**config.mk**
```make
export PLATFORM = sky130hd
export DESIGN_NAME = tap_ctrl
export DESIGN_NICKNAME = d
export VERILOG_FILES = /design/src/hw/rtl/tap_pkg.sv /design/src/hw/rtl/tap_ctrl.sv
export SDC_FILE = /design/constraint.sdc
export NUM_CORES = 1
export LEC_CHECK = 0
export BUFFER_PORTS_ARGS = -buffer_cell sky130_fd_sc_hd__buf_4
export CAP_MARGIN = 20
export CORE_AREA = 4 4 41 43
export CTS_CLUSTER_DIAMETER = 200
export DETAILED_ROUTE_END_ITERATION = 8
export DIE_AREA = 0 0 45 47
export SKIP_LAST_GASP = 1
export SLEW_MARGIN = 20
export SYNTH_ARGS = -nofsm -noshare
export SYNTH_HDL_FRONTEND = slang
export SYNTH_SLANG_ARGS = --single-unit
```
**constraint.sdc**
```tcl
create_clock -name clk -period 2.1 [get_ports clk]
set_input_delay 0.21 -clock clk [delete_from_list [all_inputs] [get_ports clk]]
set_output_delay 0.21 -clock clk [all_outputs]
set_load 0.05 [all_outputs]
```
**src/hw/rtl/tap_pkg.sv**
```systemverilog
// Shared types and codes for the texture address point sampler.
package tap_pkg;

    localparam int COORD_W = 24;
    localparam int RGB_W   = 24;
    localparam int POS_W   = 8;
    localparam int MODE_W  = 3;
    localparam int SIZE_W  = 9;
    localparam int IDX_W   = 3;

    // Address mode codes; codes above MODE_MIRROR_ONCE behave as clamp.
    localparam logic [MODE_W-1:0] MODE_WRAP        = 3'd0;
    localparam logic [MODE_W-1:0] MODE_MIRROR      = 3'd1;
    localparam logic [MODE_W-1:0] MODE_CLAMP       = 3'd2;
    localparam logic [MODE_W-1:0] MODE_BORDER      = 3'd3;
    localparam logic [MODE_W-1:0] MODE_MIRROR_ONCE = 3'd4;

    // Configuration register indexes.
    localparam logic [IDX_W-1:0] REG_MODE_U     = 3'd0;
    localparam logic [IDX_W-1:0] REG_MODE_V     = 3'd1;
    localparam logic [IDX_W-1:0] REG_BORDER_RGB = 3'd2;
    localparam logic [IDX_W-1:0] REG_TEX_WIDTH  = 3'd3;
    localparam logic [IDX_W-1:0] REG_TEX_HEIGHT = 3'd4;

    localparam logic FUNC_WRITE  = 1'b0;
    localparam logic FUNC_SAMPLE = 1'b1;

    localparam logic [SIZE_W-1:0] SIZE_RESET = 9'd256;

    typedef enum logic [2:0] {
        S_IDLE,
        S_MAP,
        S_MULT,
        S_ADDR,
        S_MEM,
        S_DONE
    } state_t;

    typedef struct packed {
        logic capture;
        logic map_en;
        logic mult_en;
        logic addr_en;
        logic mem_en;
        logic out_load;
    } cmd_t;

    typedef struct packed {
        logic is_write;
    } stat_t;

endpackage

```
**src/hw/rtl/tap_ctrl.sv**
```systemverilog
// Sequencer for the texture sampler: one item at a time through the datapath stages.
module tap_ctrl
    import tap_pkg::*;
(
    input  logic  clk,
    input  logic  rst_n,
    input  logic  in_valid,
    output logic  in_ready,
    output logic  out_valid,
    input  logic  out_ready,
    output cmd_t  cmd,
    input  stat_t stat
);

    state_t state_reg;
    state_t state_next;
    logic   out_valid_reg;
    logic   out_valid_next;

    always_ff @(posedge clk or negedge rst_n)
    begin
        if (!rst_n)
        begin
            state_reg     <= S_IDLE;
            out_valid_reg <= 1'b0;
        end
        else
        begin
            state_reg     <= state_next;
            out_valid_reg <= out_valid_next;
        end
    end

    always_comb
    begin
        state_next = state_reg;
        cmd        = '0;
        in_ready   = 1'b0;
        case (state_reg)
            S_IDLE:
            begin
                in_ready = 1'b1;
                if (in_valid)
                begin
                    cmd.capture = 1'b1;
                    state_next  = S_MAP;
                end
            end
            S_MAP:
            begin
                cmd.map_en = 1'b1;
                // writes need no index multiply
                state_next = stat.is_write ? S_ADDR : S_MULT;
            end
            S_MULT:
            begin
                cmd.mult_en = 1'b1;
                state_next  = S_ADDR;
            end
            S_ADDR:
            begin
                cmd.addr_en = 1'b1;
                state_next  = S_MEM;
            end
            S_MEM:
            begin
                cmd.mem_en = 1'b1;
                state_next = S_DONE;
            end
            S_DONE:
            begin
                if (!out_valid_reg || out_ready)
                begin
                    cmd.out_load = 1'b1;
                    state_next   = S_IDLE;
                end
            end
            default:
            begin
                state_next = S_IDLE;
            end
        endcase

        if (cmd.out_load)
            out_valid_next = 1'b1;
        else if (out_ready)
            out_valid_next = 1'b0;
        else
            out_valid_next = out_valid_reg;
    end

    assign out_valid = out_valid_reg;

endmodule

```
==> flow_summary.yaml <==
timing:
  fmax_ghz: 0.646
  maxSlewHeadroom: 0.767
  worstMarginPinSlew_ns: 0.350
  setup_slack_ns: 0.551
  holdWs_ns: 0.239
  fin_skew_ns: 0.00430
  min_period_ns: 1.55
  maxSlewViolCount: 0
  fin_crit_sh: 0.737
  finalHoldViolCount: 0
  rsz0062_at_grt: "no"
  report.final.setup_viol: 0
  tns_ns: 0
global_route:
  grt_pass1_wl_um: 952
  grt_use_total: 0.0642
  grt_max_degree: 11
  overflow: 0
  grt_pass1_vias: 248
  grt_antenna_before_repair: 0
critical_path:
  start_kind: "flop"
  critPathKind: "reg -> out"
  r2r_end: "state_reg[0]"
  worstPathArrival_ns: 1.34
  endpoint: "cmd[5]"
  required_ns: 1.89
  crit_path_start: "state_reg[0]"
  crit_path_max_incr_delay_ns: 0.47
  slowest_stage: "dfrtp_1"
  cp_max_fo: 8
  crit_path_end_kind: "primary output"
  r2r-start: "out_valid"
  reg2reg_slack_ns: 1.07
  r2r_cells: 3
  cp_cell_sequence: "nor3_2 -> and2_2 -> buf_4"
floorplan:
  die_area_um2: 2120
  coreArea_um2: 1300
  die_h_um: 47
  rows: 13
  initial_core_util: 0.202
  ioPinCount: 13
  die_w_um: 45
final_layout:
  syn2layout_area_growth_pct: 43.8
  largest_reg_flops: 3
  fillers: 154
  mostFrequentLayoutCells: "buf_4 (12), dfrtp_1 (4), clkbuf_4 (3)"
  post-route-util: 0.290
  drive_gt1_frac: 0.513
  multi_input_area_um2: 129
  layout_commonest_cell: "buf_4"
  num_antenna_cells: 0
  final_nets: 46
  final-seq-area_um2: 100
clocking:
  clk_latency_ns: 0.23
  cts_root_buf: "clkbuf_4"
  post_cts_buffers: 0
  clk_pin_slew_ns: 0.04
  cts_resized: 0
  clock_sinks: 4
  clockBufferDepth: 2
  cts_tree: "built"
  ctsHoldBuffers: 1
  cts_buffers: 3
  cts_max_level: 1
route:
  drt_first_iter_violations: 0
  vias_per_cell: 4.02
  wl_um: 523
  dr.pass1.iters: 1
  ant_nets: 0
  drc: 0
  via_count: 217
  routedWlPerCell_um: 9.69
placed_design:
  io_buffers: 12
  gp_congestion: 0.719
  dp_slack_ns: 0.792
  post-dp-hpwl_um: 397
yosys:
  syn-num-nets: 31
  syn-cell-area_um2: 263
  ys_ff_latch: 4
  yosysWarnings: 0
  synth_area_per_cell_um2: 10.1
  seq_area_frac_synth: 0.381
  synthDistinctLibCells: 19
  syn_inst: 26
hold_path:
  min_path_type: "in -> reg"
run_status:
  status: "completed"
run:
  maxCapViolCount: 0
[worst min-delay path by stage]
stage / from / slack (ns) / to / cells after the start
5_1_grt: in_valid / 0.25 / state_reg[0] / 3
6_report: in_valid / 0.24 / state_reg[0] / 3
3_5_place_dp: rst_n / 0.008 / state_reg[0] / 1
4_1_cts: in_valid / 0.23 / state_reg[0] / 3
3_3_place_gp: rst_n / 0.007 / out_valid / 1
2_1_floorplan: rst_n / -0.09 / out_valid / 0
[routing by layer]
metal  global-route usage  up-vias  part of all wire
met5                    0        -                 0
met4               0.0702        0                 0
met3               0.0115        0             0.040
met2                0.102        6              0.51
met1               0.0690       99              0.44
li1                     -      112                 -
[stage by stage]
stage / instance area, um^2 / instances
after floorplan: 263 / 26
after global placement: 345 / 50
after detailed placement: 345 / 50
after CTS: 378 / 54
after global routing: 378 / 54
final: 378 / 54
[worst max-delay path: cells and delay by family, from the launching register on]
kind                   cells  cell delay [ns]
AND/OR/NAND/NOR            2             0.45
buffers and inverters      1             0.18
flip-flops                 1             0.47
[cell usage after synthesis]
master	count	area (um^2)
nor2_1	2	7.51
o22ai_1	1	6.26
buf_6	1	11.3
nand2b_1	1	6.26
nand3b_1	1	7.51
nor2b_1	1	6.26
nor3b_1	1	7.51
o21ai_0	1	5.00
nor3_2	2	20.0
and2_2	1	7.51
or2_1	1	6.26
mux2i_1	1	10.0
nand2_1	1	3.75
a221oi_2	1	15.0
buf_4	2	15.0
dfrtp_1	4	100
inv_1	2	7.51
nor3b_2	1	12.5
o21a_1	1	7.51
[cells by family after synthesis]
| logic type | after synthesis | synth area share |
|---|---|---|
| simple gates | 12 | 0.324 |
| compound gates | 4 | 0.129 |
| flops | 4 | 0.381 |
| mux | 1 | 0.0381 |
| buf+inv | 5 | 0.129 |
[final cells by class]
type                            instances  area share
Inverter                                2      0.0199
Multi-Input combinational cell         17       0.341
Sequential cell                         4       0.265
Tap cell                               15      0.0497
Clock buffer                            3      0.0596
Timing Repair Buffer                   13       0.265
Power is left out: the tool's default activity adds up to more than one toggle a clock period on the data nets, which glitch-free logic cannot reach.
